===== src/rtl/v2a_pkg.sv =====
`timescale 1ns / 1ps
// Shared types and constants for the two-dimensional vector arithmetic unit.
// No dependencies; imported by every module of the unit.
package v2a_pkg;

    localparam int FIELD_W      = 32;
    localparam int OP_W         = 3;
    localparam int DEF_DATA_W   = 32;
    localparam int DEF_FRAC_W   = 16;

    localparam logic [OP_W-1:0] OP_ADD    = 3'd0;
    localparam logic [OP_W-1:0] OP_SUB    = 3'd1;
    localparam logic [OP_W-1:0] OP_SCALE  = 3'd2;
    localparam logic [OP_W-1:0] OP_LENGTH = 3'd3;
    localparam logic [OP_W-1:0] OP_NORM   = 3'd4;

    typedef enum logic [1:0] {
        ST_OK   = 2'd0,
        ST_SAT  = 2'd1,
        ST_ZERO = 2'd2
    } t_status;

    typedef struct packed {
        logic            valid;
        logic [OP_W-1:0] op;
        t_status         status;
    } t_ctl;

endpackage


===== src/rtl/v2a_div_cell.sv =====
`timescale 1ns / 1ps
// One quotient bit of the restoring divide for both components of normalize.
// Depends on v2a_pkg.
module v2a_div_cell import v2a_pkg::*; #(
    parameter int DATA_WIDTH = DEF_DATA_W,
    parameter int FRAC_BITS  = DEF_FRAC_W,
    parameter int STEP       = 0,
    parameter int PASS_W     = 1
) (
    input  logic                             i_clk,
    input  logic                             i_rst_n,
    input  logic                             i_en,
    input  t_ctl                             i_ctl,
    input  logic [DATA_WIDTH-1:0]            i_len,
    input  logic [DATA_WIDTH+FRAC_BITS-1:0]  i_nx,
    input  logic [DATA_WIDTH+FRAC_BITS-1:0]  i_ny,
    input  logic [FRAC_BITS:0]               i_qx,
    input  logic [FRAC_BITS:0]               i_qy,
    input  logic [PASS_W-1:0]                i_pass,
    output t_ctl                             o_ctl,
    output logic [DATA_WIDTH-1:0]            o_len,
    output logic [DATA_WIDTH+FRAC_BITS-1:0]  o_nx,
    output logic [DATA_WIDTH+FRAC_BITS-1:0]  o_ny,
    output logic [FRAC_BITS:0]               o_qx,
    output logic [FRAC_BITS:0]               o_qy,
    output logic [PASS_W-1:0]                o_pass
);
    localparam int NW = DATA_WIDTH + FRAC_BITS;
    localparam logic [FRAC_BITS:0] QBIT = {{FRAC_BITS{1'b0}}, 1'b1} << STEP;

    t_ctl                   r_ctl;
    logic [DATA_WIDTH-1:0]  r_len;
    logic [NW-1:0]          r_nx, r_ny, dl;
    logic [FRAC_BITS:0]     r_qx, r_qy;
    logic [PASS_W-1:0]      r_pass;

    assign dl = {{FRAC_BITS{1'b0}}, i_len} << STEP;

    always_ff @(posedge i_clk) begin
        if (!i_rst_n) begin
            r_ctl.valid <= 1'b0;
        end else if (i_en) begin
            r_ctl.valid <= i_ctl.valid;
        end
        if (i_en) begin
            r_ctl.op     <= i_ctl.op;
            r_ctl.status <= i_ctl.status;
            r_len  <= i_len;
            r_pass <= i_pass;
            r_nx   <= (i_nx >= dl) ? (i_nx - dl) : i_nx;
            r_ny   <= (i_ny >= dl) ? (i_ny - dl) : i_ny;
            r_qx   <= (i_nx >= dl) ? (i_qx | QBIT) : i_qx;
            r_qy   <= (i_ny >= dl) ? (i_qy | QBIT) : i_qy;
        end
    end

    assign o_ctl  = r_ctl;
    assign o_len  = r_len;
    assign o_nx   = r_nx;
    assign o_ny   = r_ny;
    assign o_qx   = r_qx;
    assign o_qy   = r_qy;
    assign o_pass = r_pass;

endmodule


===== config.mk =====
export PLATFORM = sky130hd
export DESIGN_NAME = v2a_div_cell
export DESIGN_NICKNAME = d
export VERILOG_FILES = /design/src/rtl/v2a_pkg.sv /design/src/rtl/v2a_div_cell.sv
export SDC_FILE = /design/constraint.sdc
export NUM_CORES = 1
export LEC_CHECK = 0
export BUFFER_PORTS_ARGS = -buffer_cell sky130_fd_sc_hd__buf_4
export CORE_UTILIZATION = 50
export CTS_CLUSTER_DIAMETER = 100
export DETAILED_ROUTE_END_ITERATION = 10
export HOLD_SLACK_MARGIN = 0.15
export PLACE_DENSITY = 0.84
export SLEW_MARGIN = 0
export SYNTH_ARGS = -nofsm -noshare
export SYNTH_HDL_FRONTEND = slang
export SYNTH_SLANG_ARGS = --single-unit
export TNS_END_PERCENT = 100

===== constraint.sdc =====
create_clock -name i_clk -period 3.33 [get_ports i_clk]
set_input_delay 0.333 -clock i_clk [delete_from_list [all_inputs] [get_ports i_clk]]
set_output_delay 0.333 -clock i_clk [all_outputs]
set_load 0.02 [all_outputs]

# Yosys cells after proc, flatten, opt, wreduce, memory -nomap -nowiden
# Cells that the tools add are included.
[word_totals] output_inout_bits=169 regBits=169 elab_cells=17
[op_classes] order_cmp=2 add_sub_neg=2 n_mux=2
[op_table] op="$ge A48 B32 Y1" n=2
[op_table] op="$mux W48" n=2
[op_table] op="$sub A48 B32 Y48" n=2

# Logic depth before layout (Yosys ltp)
[logic_depth] word_depth=2 ltp_mapped=13

# Worst setup path before layout
# Ideal clock, no wire load.
[synth_timing] kind="input to register" from="input port i_nx[0]" to="register r_nx[38], in the netlist o_nx[38], data pin" arrival_ns=2.658 n_path_buf=0 path_slack_ns=0.404 t_required_ns=3.062 cell_stages=11 cell_sequence="inv_1 -> ha_1 -> fa_1 -> nand2b_1 -> a21oi_1 -> o21ai_0 -> a2111oi_0 -> o21ai_1 -> o31ai_2 -> a211oi_1 -> xor2_1"
[synth_between] elab_chain_len=2
[synth_lines] item="start: declaration" line_no="v2a_div_cell.sv:15" rtl="input logic [DATA_WIDTH+FRAC_BITS-1:0] i_nx,"
[synth_lines] item="$sub A48 B32 Y48 / $ge A48 B32 Y1 (equally long branches)" line_no="v2a_div_cell.sv:50" rtl="r_nx <= (i_nx >= dl) ? (i_nx - dl) : i_nx;"
[synth_lines] item="$mux W48 *" line_no="v2a_div_cell.sv:50"
[synth_lines] item="end signal: assignment" line_no="v2a_div_cell.sv:50"
[synth_lines] item="end: declaration" line_no="v2a_div_cell.sv:33" rtl="logic [NW-1:0] r_nx, r_ny, dl;"
# Mark *: on every way between the ends. The rest lies on a longest branch, timed or not.
# A chain may end at the register's enable or synchronous reset.

# Worst setup path in the final report
[layout_timing] from="input port i_len[5]" to="register r_ny[46], in the netlist o_ny[46], data pin"
[layout_between] elab_chain_len=2
[layout_lines] item="start: declaration" line_no="v2a_div_cell.sv:14" rtl="input logic [DATA_WIDTH-1:0] i_len,"
[layout_lines] item="$sub A48 B32 Y48 / $ge A48 B32 Y1 (equally long branches)" line_no="v2a_div_cell.sv:51" rtl="r_ny <= (i_ny >= dl) ? (i_ny - dl) : i_ny;"
[layout_lines] item="$mux W48 *" line_no="v2a_div_cell.sv:51"
[layout_lines] item="end signal: assignment" line_no="v2a_div_cell.sv:51"
[layout_lines] item="end: declaration" line_no="v2a_div_cell.sv:33"
# Marks and branches as above.

==> summary.txt <==
Worst setup path
  • Crit Path Class: input pin to flop
  • Crit path from: i_len[5]
  • Reg-to-Reg Start: o_ctl[5]
  • Critical Path End: o_ny[46]
  • Kind of start point of the critical path: input pin
  • R2R cell count: 2
  • Flop2flop setup slack: ~2.7 ns
  • CP Capture Type: flop
  • Crit path DAT: 3.50 ns
  • R2r endpoint: o_ctl[5]
  • CP required: approximately 3.5 ns
  • Critical path peak fanout: 7

Yosys
  • Synth Cell Area: between 10000 and 15000 µm²
  • Gate count of the mapped netlist: 1000
  • Yosys reg bits: between 150 and 200
  • Yosys cell types: 72
  • Synth async-reset ratio: 0%
  • Post-synth EDFFs: ~170
  • Synth Net Count: approximately 1200
  • Synth warn: 0
  • Sequential fraction of the synthesis area: 48.64%
  • Predominant post-synthesis flop cell: edfxtp_1
  • Avg Inst Size Synth: around 10 µm²

Detailed routing
  • Vias: 9810
  • WL final: 34.23 mm
  • WL/cell: between 15 and 20 µm
  • Starting DRT DRC Count: around 1100
  • Vias/cell: roughly 5.7
  • Antenna Nets Post-Route: 0
  • Drt first pass iters: 6
  • # DRC: 0

Global route
  • Gr usage total: between 30% and 40%
  • Gr ovfl total: 0
  • Pin count of the biggest net entering global routing: 70
  • First-pass GRT wire length: 51.41 mm
  • Initial antenna violation count: 1
  • Vias in the first global route: roughly 9300

STA
  • Endpoints failing hold: 0
  • Slew Limit Fails: 0
  • Final setup viols: 0
  • Highest clock rate: between 300 and 400 MHz
  • Min Tclk post-route: around 3.3 ns
  • Clock Skews: 0 ns
  • Final Hold Slack: 0.1448 ns
  • Worst-margin pin slew: around 0.67 ns
  • Relative slew slack: around 55%
  • Period utilization: about 99%
  • Final worst setup slack: 0.03240 ns

Clock tree
  • Clk sink count: between 150 and 200
  • Root Driver: clkbuf_16
  • Clock latency on the worst-skew pair: roughly 0.45 ns
  • CTS buffer count: 17
  • Longest Clk Path Bufs: 2
  • H-tree depth: 4
  • CTS tree: yes
  • Clock-pin slew on the worst setup and hold paths: about 0.080 ns

Die
  • Core ar.: 20300 µm²
  • # rows: between 50 and 60
  • Die X: between 100 and 150 µm
  • Initial Utilization: between 50 and 60%
  • Top Ports: roughly 340
  • Die H: between 100 and 150 µm
  • Die Area: 21410 µm²

Hold path
  • Worst hold path type: input pin to flop

Layout
  • Most frequent cells in the layout: buf_4, edfxtp_1, a21oi_1, nor2_1, nand2_1
  • Most common cell after layout, fill and taps aside: buf_4
  • Share of post-route cells with drive strength above 1: a little under a third
  • Final Net Count: roughly 1700
  • Post-layout util: between 70% and 80%
  • Area Overhead vs Synth: 42.86%

Power
  • PwrDens: ~450 nW/µm²
  • Leakage power total: between 6 and 7 nW
  • Worst VDD drop: 0.0003685 V

Run status
  • Outcome: completed

Placement
  • HPWL Detailed: 25.10 mm
  • Pre-CTS WS: about 0.0077 ns
  • Number of I/O port buffers: 340
  • Gpl congestion: ~0.94

Flow run
  • Max_cap viols: 0
## where the power goes
group | switching [mW] | leakage [nW] | internal (mW)
sequential | 0.0840 | 1.65 | 2.64
clock | 0.961 | 0.278 | 1.01
combinational | 1.15 | 4.42 | 0.900
total | 2.20 | 6.35 | 4.56
## cells in the mapped netlist (3+ instances only)
library cell / instances / area (µm²)
a211oi_1: 10 / 75.07
a21boi_0: 4 / 30.03
a21o_1: 31 / 232.7
a21oi_1: 109 / 545.5
a221oi_1: 3 / 26.28
a311oi_1: 3 / 26.28
a31o_2: 3 / 26.28
a31oi_1: 8 / 50.05
and2_1: 6 / 37.54
and3_1: 6 / 37.54
buf_2: 7 / 35.03
clkbuf_1: 32 / 120.1
edfxtp_1: 168 / 5045
ha_1: 64 / 800.8
inv_1: 44 / 165.2
mux2_1: 12 / 135.1
nand2_1: 78 / 292.8
nand2b_1: 12 / 75.07
nand3_1: 18 / 90.09
nand4_1: 25 / 156.4
nor2_1: 87 / 326.6
nor2b_1: 9 / 56.30
nor3_1: 17 / 85.08
nor3_2: 3 / 30.03
nor4_1: 7 / 43.79
nor4b_1: 3 / 26.28
o2111ai_1: 10 / 87.58
o211ai_1: 7 / 52.55
o21a_1: 11 / 82.58
o21ai_0: 26 / 130.1
o21ai_1: 15 / 75.07
o21ba_2: 3 / 30.03
o21bai_1: 7 / 52.55
o31ai_1: 4 / 30.03
or2_2: 8 / 50.05
or3_1: 8 / 50.05
or4_1: 3 / 22.52
xnor2_1: 47 / 411.6
xor2_1: 39 / 341.6
## worst min path at each step
stage                     startpoint  endpoint  depth (start not counted)
after floorplan             i_ctl[0]  o_ctl[0]                          0
after global placement      o_ctl[5]  o_ctl[5]                          2
after detailed placement     i_qx[7]   o_qx[7]                          1
after CTS                   i_ctl[5]  o_ctl[5]                          3
after global routing         i_ny[4]   o_ny[4]                          2
final                       i_ctl[5]  o_ctl[5]                          3
## critical path, cell delays in order
cell and delay (ns):
dlygate4sd3_1 0.54, buf_4 0.14, inv_1 0.15, ha_1 0.32, and2_1 0.21, a221oi_2 0.37, a311oi_1 0.17, o21a_1 0.25
o21ai_1 0.31, o21a_1 0.36, nand4_1 0.16, xnor2_1 0.17
## through the flow
| stage | setup TNS [ns] | instance area (µm²) | power (mW) | instances |
|---|---|---|---|---|
| after detailed placement | 0 | 13410 | 4.680 | 1603 |
| after global placement | 0 | 13410 | 4.649 | 1603 |
| after CTS | 0 | 14710 | 6.697 | 1708 |
| after floorplan | 0 | 10410 | 3.827 | 1000 |
| after global routing | -0.06747 | 14870 | 6.986 | 1711 |
| final | 0 | 14880 | 6.753 | 1713 |
## cells by family after synthesis
logic type / Yosys count / synth area share, %
AND/OR/NAND/NOR: 303 / 14.34
buffers and inverters: 86 / 3.329
multiplexers: 14 / 1.490
adder cells (fa/ha/maj): 66 / 8.075
AO/OA/AOI/OAI: 276 / 16.90
flip-flops: 169 / 48.64
XOR/XNOR: 86 / 7.234
## area by class of cell
type	instances	area, µm²
antenna	2	5.005
clock buffer	18	439.2
clock inverter	14	128.9
fill	1474	5424
inverter	44	165.2
multi-input combinational	745	5104
sequential	169	5065
tap	270	337.8
timing repair buffer	451	3631
## routing by layer
| metal | vias up | GRT usage [%] | routed length (µm) |
|---|---|---|---|
| li1 | 4592 | - | - |
| met1 | 4603 | 41.09 | 13730 |
| met2 | 535 | 52.29 | 16670 |
| met3 | 80 | 5.250 | 2695 |
| met4 | 0 | 11.82 | 1140 |
| met5 | - | 0 | 0 |
## state kept, by name, indices dropped and copies added (netlist names)
register,count
o_qy,17
o_nx,48
o_qx,17
o_pass,1
o_ctl,6
o_ny,48
o_len,32
## what timing repair did
item / 4_1_cts / 5_1_grt
setup endpoints to repair: 0 / 55
hold buffers: 73 / 0
endpoints found under the hold margin: 73 / 0
resized for setup: 0 / 27
setup buffers: 0 / 2
No activity file was read; power rests on OpenSTA's default activity.
