### config.mk
export PLATFORM = sky130hd
export DESIGN_NAME = v2a_sqrt_cell
export DESIGN_NICKNAME = d
export VERILOG_FILES = /design/src/rtl/v2a_pkg.sv /design/src/rtl/v2a_sqrt_cell.sv
export SDC_FILE = /design/constraint.sdc
export NUM_CORES = 1
export LEC_CHECK = 0
export BUFFER_PORTS_ARGS = -buffer_cell sky130_fd_sc_hd__buf_4
export CORE_UTILIZATION = 45
export DETAILED_ROUTE_END_ITERATION = 16
export HOLD_SLACK_MARGIN = 0.08
export PLACE_DENSITY_LB_ADDON = 0.15
export SETUP_SLACK_MARGIN = 0.4
export SLEW_MARGIN = 20
export SYNTH_ARGS = -nofsm -noshare
export SYNTH_HDL_FRONTEND = slang
export SYNTH_SLANG_ARGS = --single-unit
### constraint.sdc
create_clock -name i_clk -period 7.3 [get_ports i_clk]
set_input_delay 0.365 -clock i_clk [delete_from_list [all_inputs] [get_ports i_clk]]
set_output_delay 0.365 -clock i_clk [all_outputs]
set_load 0.01 [all_outputs]
### src/rtl/v2a_pkg.sv
`timescale 1ns / 1ps
// Shared types and constants for the two-dimensional vector arithmetic unit.
// No dependencies; imported by every module of the unit.
package v2a_pkg;

    localparam int FIELD_W      = 32;
    localparam int OP_W         = 3;
    localparam int DEF_DATA_W   = 32;
    localparam int DEF_FRAC_W   = 16;

    localparam logic [OP_W-1:0] OP_ADD    = 3'd0;
    localparam logic [OP_W-1:0] OP_SUB    = 3'd1;
    localparam logic [OP_W-1:0] OP_SCALE  = 3'd2;
    localparam logic [OP_W-1:0] OP_LENGTH = 3'd3;
    localparam logic [OP_W-1:0] OP_NORM   = 3'd4;

    typedef enum logic [1:0] {
        ST_OK   = 2'd0,
        ST_SAT  = 2'd1,
        ST_ZERO = 2'd2
    } t_status;

    typedef struct packed {
        logic            valid;
        logic [OP_W-1:0] op;
        t_status         status;
    } t_ctl;

endpackage

### src/rtl/v2a_sqrt_cell.sv
`timescale 1ns / 1ps
// One digit of the restoring integer square root; settles one root bit per cell.
// Depends on v2a_pkg.
module v2a_sqrt_cell import v2a_pkg::*; #(
    parameter int DATA_WIDTH = DEF_DATA_W,
    parameter int STEP       = 0,
    parameter int PASS_W     = 1
) (
    input  logic                      i_clk,
    input  logic                      i_rst_n,
    input  logic                      i_en,
    input  t_ctl                      i_ctl,
    input  logic [2*DATA_WIDTH-1:0]   i_rem,
    input  logic [2*DATA_WIDTH-1:0]   i_root,
    input  logic [PASS_W-1:0]         i_pass,
    output t_ctl                      o_ctl,
    output logic [2*DATA_WIDTH-1:0]   o_rem,
    output logic [2*DATA_WIDTH-1:0]   o_root,
    output logic [PASS_W-1:0]         o_pass
);
    localparam int W2 = 2 * DATA_WIDTH;
    localparam logic [W2-1:0] BITV = {{(W2-1){1'b0}}, 1'b1} << (2 * STEP);

    t_ctl            r_ctl;
    logic [W2-1:0]   r_rem, r_root, n_rem, n_root, trial;
    logic [PASS_W-1:0] r_pass;

    always_comb begin
        trial = i_root + BITV;
        if (i_rem >= trial) begin
            n_rem  = i_rem - trial;
            n_root = (i_root >> 1) + BITV;
        end else begin
            n_rem  = i_rem;
            n_root = i_root >> 1;
        end
    end

    always_ff @(posedge i_clk) begin
        if (!i_rst_n) begin
            r_ctl.valid <= 1'b0;
        end else if (i_en) begin
            r_ctl.valid <= i_ctl.valid;
        end
        if (i_en) begin
            r_ctl.op     <= i_ctl.op;
            r_ctl.status <= i_ctl.status;
            r_rem  <= n_rem;
            r_root <= n_root;
            r_pass <= i_pass;
        end
    end

    assign o_ctl  = r_ctl;
    assign o_rem  = r_rem;
    assign o_root = r_root;
    assign o_pass = r_pass;

endmodule

== After elaboration in Yosys (flattened, before gate mapping) ==
Cells that the tools add are included.

* Add/subtract/negate cells: 3
* Magnitude comparators: 1
* Mux-type cells: 2

{| class="wikitable"
|+ Operator list
! kind !! number
|-
| 63-bit by 1-bit adder with 64-bit output (second input constant) || 1
|-
| 64-bit by 1-bit adder with 64-bit output (second input constant) || 1
|-
| 64-bit greater-or-equal comparator || 1
|-
| 64-bit two-way mux || 1
|-
| 64-bit subtractor || 1
|-
| 63-bit two-way mux || 1
|}

* Bits of input ports: 138
* Word-level logic and storage cells: 13
* Flip-flop bits (word level): 135
* Output and inout bits: 135

== Logic depth before layout (Yosys ltp) ==
Gate-level depths: netlist (run 1).

* Depth after elaboration: 3
* Depth in mapped cells: 26
* Mapped depth without buffers: 20

== Worst setup path after synthesis (run 1) ==
No wires, ideal clock.

* Path type: input port to flip-flop
* From: input i_root[8]
* To: register r_rem[61] (netlist: o_rem[61]), data pin
* Stages on the path: 23
* Slack: 2.022 ns
* Arrival: 5.021 ns
* Cell sequence: clkbuf_1 > nand4_1 > nor4_2 > and3_1 > buf_2 > nand4_2 > nor3_4 > and3_1 > buf_2 > nand2_1 > nor2_1 > xnor2_1 > ha_1 > clkbuf_1 > nand4_1 > or2_1 > o31ai_1 > o31ai_1 > a31oi_4 > o21ai_2 > buf_6 > or4_1 > o2111a_1

* Cells in the longest elaborated chain, start to end: 3

{| class="wikitable"
|+ Ends and longest elaborated chain
! what !! RTL line !! text
|-
| start: declaration || v2a_sqrt_cell.sv:14 || <nowiki>input logic [2*DATA_WIDTH-1:0] i_root,</nowiki>
|-
| 64-bit by 1-bit adder with 64-bit output (*) || v2a_sqrt_cell.sv:29 || <nowiki>trial = i_root + BITV;</nowiki>
|-
| 64-bit subtractor or 64-bit greater-or-equal comparator (tied branches) || v2a_sqrt_cell.sv:31, v2a_sqrt_cell.sv:30 ||
|-
| 64-bit two-way mux (*) || v2a_sqrt_cell.sv:30 || <nowiki>if (i_rem >= trial) begin</nowiki>
|-
| named net n_rem[61] || v2a_sqrt_cell.sv:25 || <nowiki>logic [W2-1:0] r_rem, r_root, n_rem, n_root, trial;</nowiki>
|-
| end signal: assignment || v2a_sqrt_cell.sv:48 || <nowiki>r_rem <= n_rem;</nowiki>
|-
| end: declaration || v2a_sqrt_cell.sv:25 ||
|}

The timed path passes the listed nets; every way through them passes the cells marked *.
A chain may end at the register's enable or synchronous reset.

== Worst setup path after layout (run 1) ==
* From: input i_root[2]
* To: register r_rem[36] (netlist: o_rem[36]), data pin

Same word-level chain as after synthesis.

==> run_results.csv, run 1 <==
group,metric,value,unit
critical_path,critPathLaunchType,"input port",
yosys,synth_top_area_share,35.82,%
cts,cts_tree,"yes",
grt,grt_usage,31.29,%
critical_path,cpMostUsedCell,"buf_4",
critical_path,cp_cell_sequence,"buf_4 > ha_1 > nand2_1 > nor3_1 > and3_1 > nand4_2 > nor3_4 > buf_4 > and3_1 > nand2_1 > nor2_1 > xnor2_1 > ha_1 > a21oi_1 > o21bai_1 > o31ai_1 > a31oi_4 > o21ai_4 > buf_4 > buf_4 > o21ai_0",
critical_path,cp_max_fo,38,
yosys,synth_cell_types,66,
job,cap_violations,0,
min_path,hold_start,"i_pass",
pwr,p_int,0.001828,W
critical_path,critical_path_class,"in -> reg",
min_path,min_to,"o_pass",
yosys,synth_top_cell_by_area,"edfxtp_1",
cts,clockBufferDepth,2,
yosys,synthArstFlopShare,0,%
pwr,p_sw,0.0009079,W
floorplan,dieArea,0.02560,mm²
routing,firstDrtPassIters,6,
critical_path,critPathArrivalTime,6110,ps
floorplan,ios,273,
cts,htree_num_levels,4,
critical_path,crit_slowest_cell,"o21ai_4",
critical_path,reg2reg_to,"o_ctl[5]",
floorplan,std_cell_rows,57,
yosys,syn_area_per_cell,8.750,µm²
critical_path,cpPeakStageDelay,820,ps
yosys,yosysSeqAreaShare,36.00,%
yosys,synth_common_cells,"nand2_1, edfxtp_1, nor2_1, xnor2_1, xor2_1",
yosys,synthMostInstantiatedCell,"nand2_1",
grt,grt_pass1_vias,10310,
final_layout,fill_cells,2297,
cts,clkLatencyLatePin,440,ps
cts,cts.sinks,135,
routing,drcViolationCount,0,
yosys,ys_seq_elements,135,
routing,avgRoutedWirePerCell,21.73,µm
final_layout,area_growth_syn_to_layout,26.33,%
grt,grt_pass1_wl,60.33,mm
pwr,powerDensity,192.8,mW/mm²
floorplan,die_h,160.0,µm
final_layout,finalNetCount,1741,
sta,rsz0062_at_grt,"false",
sta,hold_viol,0,
routing,viasPerCell,5.923,
critical_path,endpoint_kind,"flop",
sta,period_minus_slack,5943,ps
cts,cts_resized,0,
routing,finalWirelength,40.72,mm
critical_path,rrSetupSlack,6690,ps
routing,initialDrtViolationCount,965,
cts,postCtsSetupBuffers,0,
yosys,synthFlopType,"edfxtp_1",
pwr,p_leak,5.802,nW
sta,slew_headroom,33.21,%
final_layout,drive_gt1_share,22.27,%
placement,dp_hpwl,32.49,mm
grt,grt_max_degree,72,
sta,fin_crit_sh,81.42,%
routing,ant_nets,0,
critical_path,required,7460,ps
yosys,ys_warn_count,0,
pwr,p_sw_share,33.19,%
final_layout,final_area,0.01419,mm²
pwr,p_clk_share,32.5,%
cts,cts_buffers,17,
placement,pre_cts_ws,960.3,ps
placement,gp_routability_congestion,1.004,
sta,fin_setup_tns,0,ps
cts,root_buffer,"clkbuf_16",
cts,cts_hold_buf,0,
pwr,power_frac_comb,31.3,%
sta,report.final.slew_viol_count,0,
yosys,ys_top_cells_by_area,"edfxtp_1, ha_1, xnor2_1",
critical_path,r2r-start,"o_ctl[5]",
floorplan,fp.dieW,160.0,µm
grt,grt_overflow_total,0,
run_status,status,"completed",
pwr,seqPwrFrac,36.2,%
yosys,syn_inst,1284,
sta,clock_skew,0,ps
grt,grt_antenna_before_repair,1,
placement,place_area,0.01361,mm²
min_path,hold_path.class,"in -> reg",
sta,worst_pin_slew,995.1,ps
sta,fin_ws,1357,ps
sta,fmax,168.3,MHz
placement,io_buffer_count,272,
sta,finalSetupViolations,0,
floorplan,core,0.02439,mm²
routing,dr_total_vias,11100,
yosys,synth_area,0.01123,mm²
critical_path,r2r_cells,2,
min_path,worstHoldPathCells,1,
cts,clkTransAtPathRegs,60,ps
yosys,synth_edf_count,134,
floorplan,start_util,46.06,%
pwr,peakVddDrop,115.0,µV
yosys,synth_nets,1489,
## power groups by stage
stage                     clock [W]  combinational [W]  sequential (W)
after detailed placement          0           0.000843         0.00101
final                      0.000888           0.000856        0.000991
after global routing       0.000918           0.000925         0.00100
after CTS                  0.000893           0.000847        0.000992
after floorplan                   0           0.000427         0.00105
after global placement            0           0.000840         0.00101
## final cells by class
type / count / area, µm² / area share (%)
inverter: 37 / 138.9 / 0.9786
clock buffer: 18 / 429.2 / 3.024
clock inverter: 14 / 148.9 / 1.049
antenna: 1 / 2.502 / 0.01763
tap: 324 / 405.4 / 2.856
sequential: 135 / 4044 / 28.49
timing repair buffer: 292 / 2208 / 15.56
multi-input combinational: 1053 / 6815 / 48.02
## per-layer routing
layer	GRT usage, %	vias up	wire, µm
li1	-	5243	-
met2	48.18	614	18130
met1	43.35	5168	17210
met3	6.909	75	4266
met4	10.52	0	1115
met5	0	-	0
## cell usage in the layout, fill, tap and decap left out, types with 37 or more instances in the layout
| master | instances |
|---|---|
| xnor2_1 | 89 |
| inv_1 | 37 |
| nand4_1 | 48 |
| nor3_1 | 41 |
| a21oi_1 | 83 |
| ha_1 | 66 |
| edfxtp_1 | 134 |
| nand3_1 | 50 |
| o21ai_0 | 83 |
| buf_4 | 290 |
| nor2_1 | 94 |
| xor2_1 | 84 |
| nand2_1 | 172 |
## worst max-delay path by stage
stage,slack (ps),to,cells after the start,from
6_report,1360,o_rem[36],21,i_root[2]
5_1_grt,790,o_rem[36],21,i_root[2]
4_1_cts,1410,o_rem[36],21,i_root[2]
3_5_place_dp,960,o_rem[36],21,i_root[2]
3_3_place_gp,1200,o_rem[26],21,i_root[1]
2_1_floorplan,2020,o_rem[61],23,i_root[8]
## critical path, delay by kind of cell
kind,cells,cell delay (ps)
adder cells (fa/ha/maj),2,600
buffers and inverters,4,1020
AND/OR/NAND/NOR,8,1940
AO/OA/AOI/OAI,6,2020
XOR/XNOR,1,140
## registers in the layout, summed over array words and instances, names as in the netlist
name	flops
o_rem	64
o_root	64
o_ctl	6
o_pass	1
## logic make-up (layout without fill, tap and decap cells)
kind of cell	Yosys count	after routing	synth area share [%]
muxes	2	2	0.1782
adders and majority gates	67	67	7.529
buffers and inverters	96	361	3.430
AOI/OAI and AO/OA	307	307	17.47
xor gates and xnor gates	173	173	13.49
and+or+nand+nor	504	504	21.91
DFF	135	135	36.00
other	0	1	0
## through the flow
stage / cells / hold WS, ps / util (%) / total power, W
after floorplan: 1284 / 463.9 / - / 0.001474
after global placement: 1841 / 501.0 / 55.81 / 0.001847
after detailed placement: 1841 / 533.9 / 55.81 / 0.001850
after CTS: 1873 / 102.0 / 58.18 / 0.002732
after global routing: 1874 / 96.68 / 58.19 / 0.002842
final: 1874 / 107.8 / 58.19 / 0.002736
No activity file was read; power rests on OpenSTA's default activity.
==> run 2: changes to the inputs <==
==> constraint.sdc (replaced) <==
create_clock -name i_clk -period 5.9 [get_ports i_clk]
set_input_delay 0.295 -clock i_clk [delete_from_list [all_inputs] [get_ports i_clk]]
set_output_delay 0.295 -clock i_clk [all_outputs]
set_load 0.01 [all_outputs]
==> run 2 against run 1 <==
Against the previous run:
- total power increased by 25%
- hold slack got worse by 14 ps
- sequential share of layout area decreased by 0.46 points
- sequential cell count unchanged
- count of clock-buffer cells in the layout increased by 2
- via count increased by 0.52%
- setup slack got worse by 700 ps
- design area increased by 1.7%
- routed wire length increased by 3.5%
- non-clock buffer count increased by 22
==> run_results.csv, run 2 (same netlist as run 1, synthesis figures left out) <==
group,metric,value,unit
run_status,status,"completed",
routing,drcViolationCount,0,
critical_path,cpPeakStageDelay,500,ps
critical_path,critPathLaunchType,"input port",
sta,fmax,190.8,MHz
final_layout,finalNetCount,1763,
placement,io_buffer_count,272,
routing,avgRoutedWirePerCell,22.25,µm
final_layout,n_antenna_cell,0,
final_layout,area_growth_syn_to_layout,28.42,%
floorplan,fp.dieW,160.0,µm
final_layout,mostFrequentLayoutCells,"buf_4, nand2_1, edfxtp_1, nor2_1, xnor2_1",
pwr,total_power,0.003409,W
floorplan,die_h,160.0,µm
cts,htree_num_levels,4,
cts,cts.sinks,135,
final_layout,drive_gt1_share,23.17,%
cts,cts_buffers,17,
cts,root_buffer,"clkbuf_16",
critical_path,endpoint_kind,"flop",
critical_path,critical_path_class,"in -> reg",
critical_path,required,6090,ps
pwr,p_leak,5.926,nW
placement,dp_hpwl,33.88,mm
sta,clock_skew,0,ps
routing,finalWirelength,42.16,mm
sta,report.final.slew_viol_count,0,
final_layout,finish.utilization,59.15,%
cts,clkTransAtPathRegs,70,ps
pwr,powerDensity,236.3,mW/mm²
sta,slew_headroom,35.12,%
final_layout,final_common_cell,"buf_4",
job,cap_violations,0,
sta,finalSetupViolations,0,
min_path,hold_path.class,"in -> reg",
routing,dr_total_vias,11160,
routing,firstDrtPassIters,8,
grt,grt_max_degree,72,
cts,clkLatencyLatePin,430,ps
sta,rsz0062_at_grt,"false",
placement,gp_routability_congestion,0.9684,
cts,clockBufferDepth,2,
sta,fin_crit_sh,88.85,%
grt,grt_antenna_before_repair,0,
cts,cts_tree,"yes",
floorplan,dieArea,0.02560,mm²
pwr,peakVddDrop,125.7,µV
floorplan,std_cell_rows,57,
routing,ant_nets,0,
critical_path,cp_cell_sequence,"buf_4 > nand4_1 > nor4_2 > and3_1 > nand2_1 > nor2_1 > nand4_1 > nor2_1 > buf_4 > nand2_1 > xor2_1 > ha_1 > a21oi_1 > o21bai_1 > a311oi_1 > buf_4 > nand3b_1 > a311oi_2 > buf_4 > nor3_1 > or4_1 > o211a_1",
floorplan,start_util,46.06,%
grt,grt_overflow_total,0,
sta,fin_setup_tns,0,ps
routing,initialDrtViolationCount,1006,
grt,grt_usage,32.39,%
sta,hold_viol,0,
floorplan,ios,273,
critical_path,cpMostUsedCell,"buf_4",
sta,worst_pin_slew,973.2,ps
sta,period_minus_slack,5242,ps
grt,grt_pass1_wl,62.60,mm
critical_path,critPathArrivalTime,5430,ps
critical_path,cp_max_fo,7,
routing,viasPerCell,5.888,
grt,grt_pass1_vias,10660,
critical_path,crit_slowest_cell,"a311oi_2",
sta,holdWs,93.93,ps
floorplan,core,0.02439,mm²
[run 2: cell types whose count changed in the layout (fill, tap and decap cells not counted), sizes merged]
cell,previous run,this run
clkinv,6,8
buf,292,308
clkbuf,18,20
diode,1,0
dlygate4sd3,0,6
inv,41,37
[run 2: where the power goes]
part	internal [W]	switching, W
sequential	0.00119	0.0000364
combinational	0.000468	0.000631
clock	0.000623	0.000460
total	0.00228	0.00113
[run 2: final cells by class]
type                       count  area [µm²]
inverter                      37       138.9
fill                        2229        9963
sequential                   135        4044
clock inverter                12       130.1
timing repair buffer         314        2439
clock buffer                  20       436.7
tap                          324       405.4
multi-input combinational   1053        6834
[run 2: path summary, 6_finish.rpt]
kind | slack (ps) | depth (start not counted) | start | to
worst max-delay path | 660 | 22 | i_root[8] | o_rem[55]
worst min-delay path | 90 | 2 | i_rst_n | o_ctl[5]
worst max register to register | 5310 | 2 | o_ctl[5] | o_ctl[5]
worst min register to register | 530 | 2 | o_ctl[5] | o_ctl[5]
[run 2: per-stage QoR]
stage | instances | cell area [µm²] | setup WS [ps]
floorplan | 1284 | 11230 | 691.7
global placement | 1857 | 13780 | 179.2
detailed placement | 1857 | 13780 | 144.9
CTS | 1895 | 14410 | 571.1
global route | 1895 | 14430 | 462.5
finish | 1895 | 14430 | 657.9
[run 2: timing repair]
item | 4_1_cts | 5_1_grt
resized for setup | 0 | 4
setup buffers | 0 | 0
hold buffers | 6 | 0
endpoints found under the hold margin | 6 | 0
endpoints found under the setup margin | 0 | 7
[run 2: critical path, delay by kind of cell]
family                     cells  cell delay, ps
xor gates and xnor gates       1             170
AOI/OAI and AO/OA              5            1290
adders and majority gates      1             380
and+or+nand+nor               11            2590
buffers and inverters          4             710
[run 2: routing by layer]
| metal | part of all wire [%] | global-route usage (%) | vias up |
|---|---|---|---|
| met5 | 0 | 0 | - |
| met4 | 2.5 | 9.957 | 0 |
| met3 | 9.1 | 6.727 | 74 |
| met2 | 45 | 50.47 | 579 |
| met1 | 43 | 45.00 | 5231 |
| li1 | - | - | 5274 |
==> run 3: changes to the inputs <==
--- a/config.mk
+++ b/config.mk
@@ -10,6 +10,7 @@
 export DETAILED_ROUTE_END_ITERATION = 16
 export HOLD_SLACK_MARGIN = 0.08
 export PLACE_DENSITY_LB_ADDON = 0.15
+export RECOVER_POWER = 25
 export SETUP_SLACK_MARGIN = 0.4
 export SLEW_MARGIN = 20
 export SYNTH_ARGS = -nofsm -noshare
==> run 3 against run 2 <==
Against the previous run:
- the flow now finishes with violations (max-capacitance violations, max-slew violations)
- clock power hardly changed
- sequential power about the same
- design area down 0.70%
- maximum frequency down 0.13%
- sequential share of layout area grew 0.20 points
- first-iteration DRC count increased by 0.40%
- critical path type unchanged
==> run_results.csv, run 3 (same netlist as run 1, synthesis figures left out) <==
group,metric,value,unit
cts,cts.sinks,135,
grt,grt_pass1_wl,62.60,mm
floorplan,std_cell_rows,57,
grt,grt_antenna_before_repair,0,
critical_path,required,6090,ps
sta,hold_viol,0,
grt,grt_max_degree,72,
grt,use_met3,6.727,%
sta,rsz0062_at_grt,"false",
sta,slew_headroom,-152.1,%
critical_path,critPathArrivalTime,5440,ps
cts,clkTransAtPathRegs,70,ps
placement,dp_hpwl,33.88,mm
min_path,hold_path.class,"in -> reg",
min_path,worstHoldPathCells,2,
floorplan,start_util,46.06,%
critical_path,reg2reg_to,"o_ctl[5]",
run_status,status,"complete, but fails checks",
cts,cts_tree,"yes",
critical_path,r2r_cells,2,
critical_path,critPathLaunchType,"input port",
pwr,powerDensity,237.1,mW/mm²
final_layout,fill_cells,2250,
sta,fin_setup_tns,0,ps
cts,cts_buffers,17,
routing,drcViolationCount,0,
grt,use_met2,50.47,%
floorplan,ios,273,
final_layout,regArea,0.004044,mm²
routing,initialDrtViolationCount,1010,
critical_path,rrSetupSlack,5220,ps
critical_path,cp_max_fo,7,
job,cap_violations,1,
placement,io_buffer_count,272,
critical_path,r2r-start,"o_ctl[5]",
critical_path,critical_path.endpoint,"o_rem[55]",
sta,worst_pin_slew,3782,ps
floorplan,core,0.02439,mm²
run_status,violations,"max-capacitance violations, max-slew violations",
sta,finalSetupViolations,0,
sta,clock_skew,0,ps
floorplan,dieArea,0.02560,mm²
pwr,p_leak,5.829,nW
critical_path,startpoint,"i_root[8]",
grt,grt_usage,32.39,%
placement,place_area,0.01378,mm²
sta,period_minus_slack,5249,ps
grt,top_usage_layer,"met2",
grt,use_met1,45.00,%
final_layout,final_common_cell,"buf_4",
final_layout,multiInputGateArea,0.006834,mm²
routing,dr_total_vias,11190,
final_layout,drive_gt1_share,21.51,%
final_layout,mostFrequentLayoutCells,"buf_4, nand2_1, edfxtp_1, nor2_1, xnor2_1",
pwr,peakVddDrop,125.5,µV
critical_path,endpoint_kind,"flop",
grt,grt_overflow_total,0,
sta,report.final.slew_viol_count,72,
routing,firstDrtPassIters,6,
routing,avgRoutedWirePerCell,22.26,µm
final_layout,area_growth_syn_to_layout,27.52,%
final_layout,finalNetCount,1763,
final_layout,final_area,0.01433,mm²
critical_path,critical_path_class,"in -> reg",
grt,grt_pass1_vias,10660,
placement,gp_routability_congestion,0.9684,
floorplan,die_h,160.0,µm
sta,fin_crit_sh,88.96,%
final_layout,n_antenna_cell,0,
cts,root_buffer,"clkbuf_16",
sta,fmax,190.5,MHz
cts,clkLatencyLatePin,430,ps
floorplan,fp.dieW,160.0,µm
cts,htree_num_levels,4,
routing,finalWirelength,42.18,mm
routing,ant_nets,0,
routing,viasPerCell,5.904,
cts,clockBufferDepth,2,
-- run 3: worst max-delay path: stages --
cell and delay (ps):
buf_4 120, nand4_1 170, nor4_2 400, and3_1 320, nand2_1 130, nor2_1 310
nand4_1 290, nor2_1 220, buf_4 170, nand2_1 70, xor2_1 170, ha_1 380
a21oi_1 210, o21bai_1 130, a311oi_1 340, buf_4 190, nand3b_1 190, a311oi_2 500
buf_4 230, nor3_1 70, or4_1 420, o211a_1 120
-- run 3: how the worst min path moves through the flow --
stage	from	to	slack [ps]
2_1_floorplan	i_ctl[0]	o_ctl[0]	390
3_3_place_gp	i_ctl[4]	o_ctl[4]	470
3_5_place_dp	i_ctl[2]	o_ctl[2]	470
4_1_cts	i_rst_n	o_ctl[5]	80
5_1_grt	i_rst_n	o_ctl[5]	90
6_report	i_rst_n	o_ctl[5]	90
-- run 3: per-layer routing --
layer | vias to the layer above | wire length [µm]
li1 | 5273 | -
met1 | 5262 | 18400
met2 | 591 | 18960
met3 | 63 | 3850
met4 | 0 | 975
met5 | - | 0
-- run 3: power breakdown --
| group | internal [W] | switching [W] | leakage [nW] | total (W) |
|---|---|---|---|---|
| sequential | 0.00119 | 0.0000358 | 1.32 | 0.00123 |
| combinational | 0.000452 | 0.000633 | 4.24 | 0.00109 |
| clock | 0.000622 | 0.000460 | 0.274 | 0.00108 |
-- run 3: final cells by class --
cell class	count	share of cell area, %
flip-flops and latches	135	28.23
well taps	324	2.830
multi-input cells	1053	47.70
clock inverters	12	0.9083
clock buffers	20	3.048
repair buffers	314	16.31
inverters	37	0.9694
-- run 3: metrics by stage --
stage               setup WS, ps  hold slack [ps]  power, W  std cells  utilization (%)
floorplan                  691.7            393.9  0.001824       1284                -
global placement           179.2            473.4  0.002320       1857            56.50
finish                     651.3            90.15  0.003396       1895            58.74
global route               462.5            85.97  0.003527       1895            58.74
CTS                        571.1            83.47  0.003398       1895            59.07
detailed placement         144.9            474.3  0.002323       1857            56.50
-- run 3: timing repair --
| item | CTS | global route |
|---|---|---|
| buffers inserted | 0 | 0 |
| hold endpoints to repair | 6 | 0 |
| endpoints found under the setup margin | 0 | 7 |
| gates resized for setup | 0 | 4 |
| hold buffers | 6 | 0 |
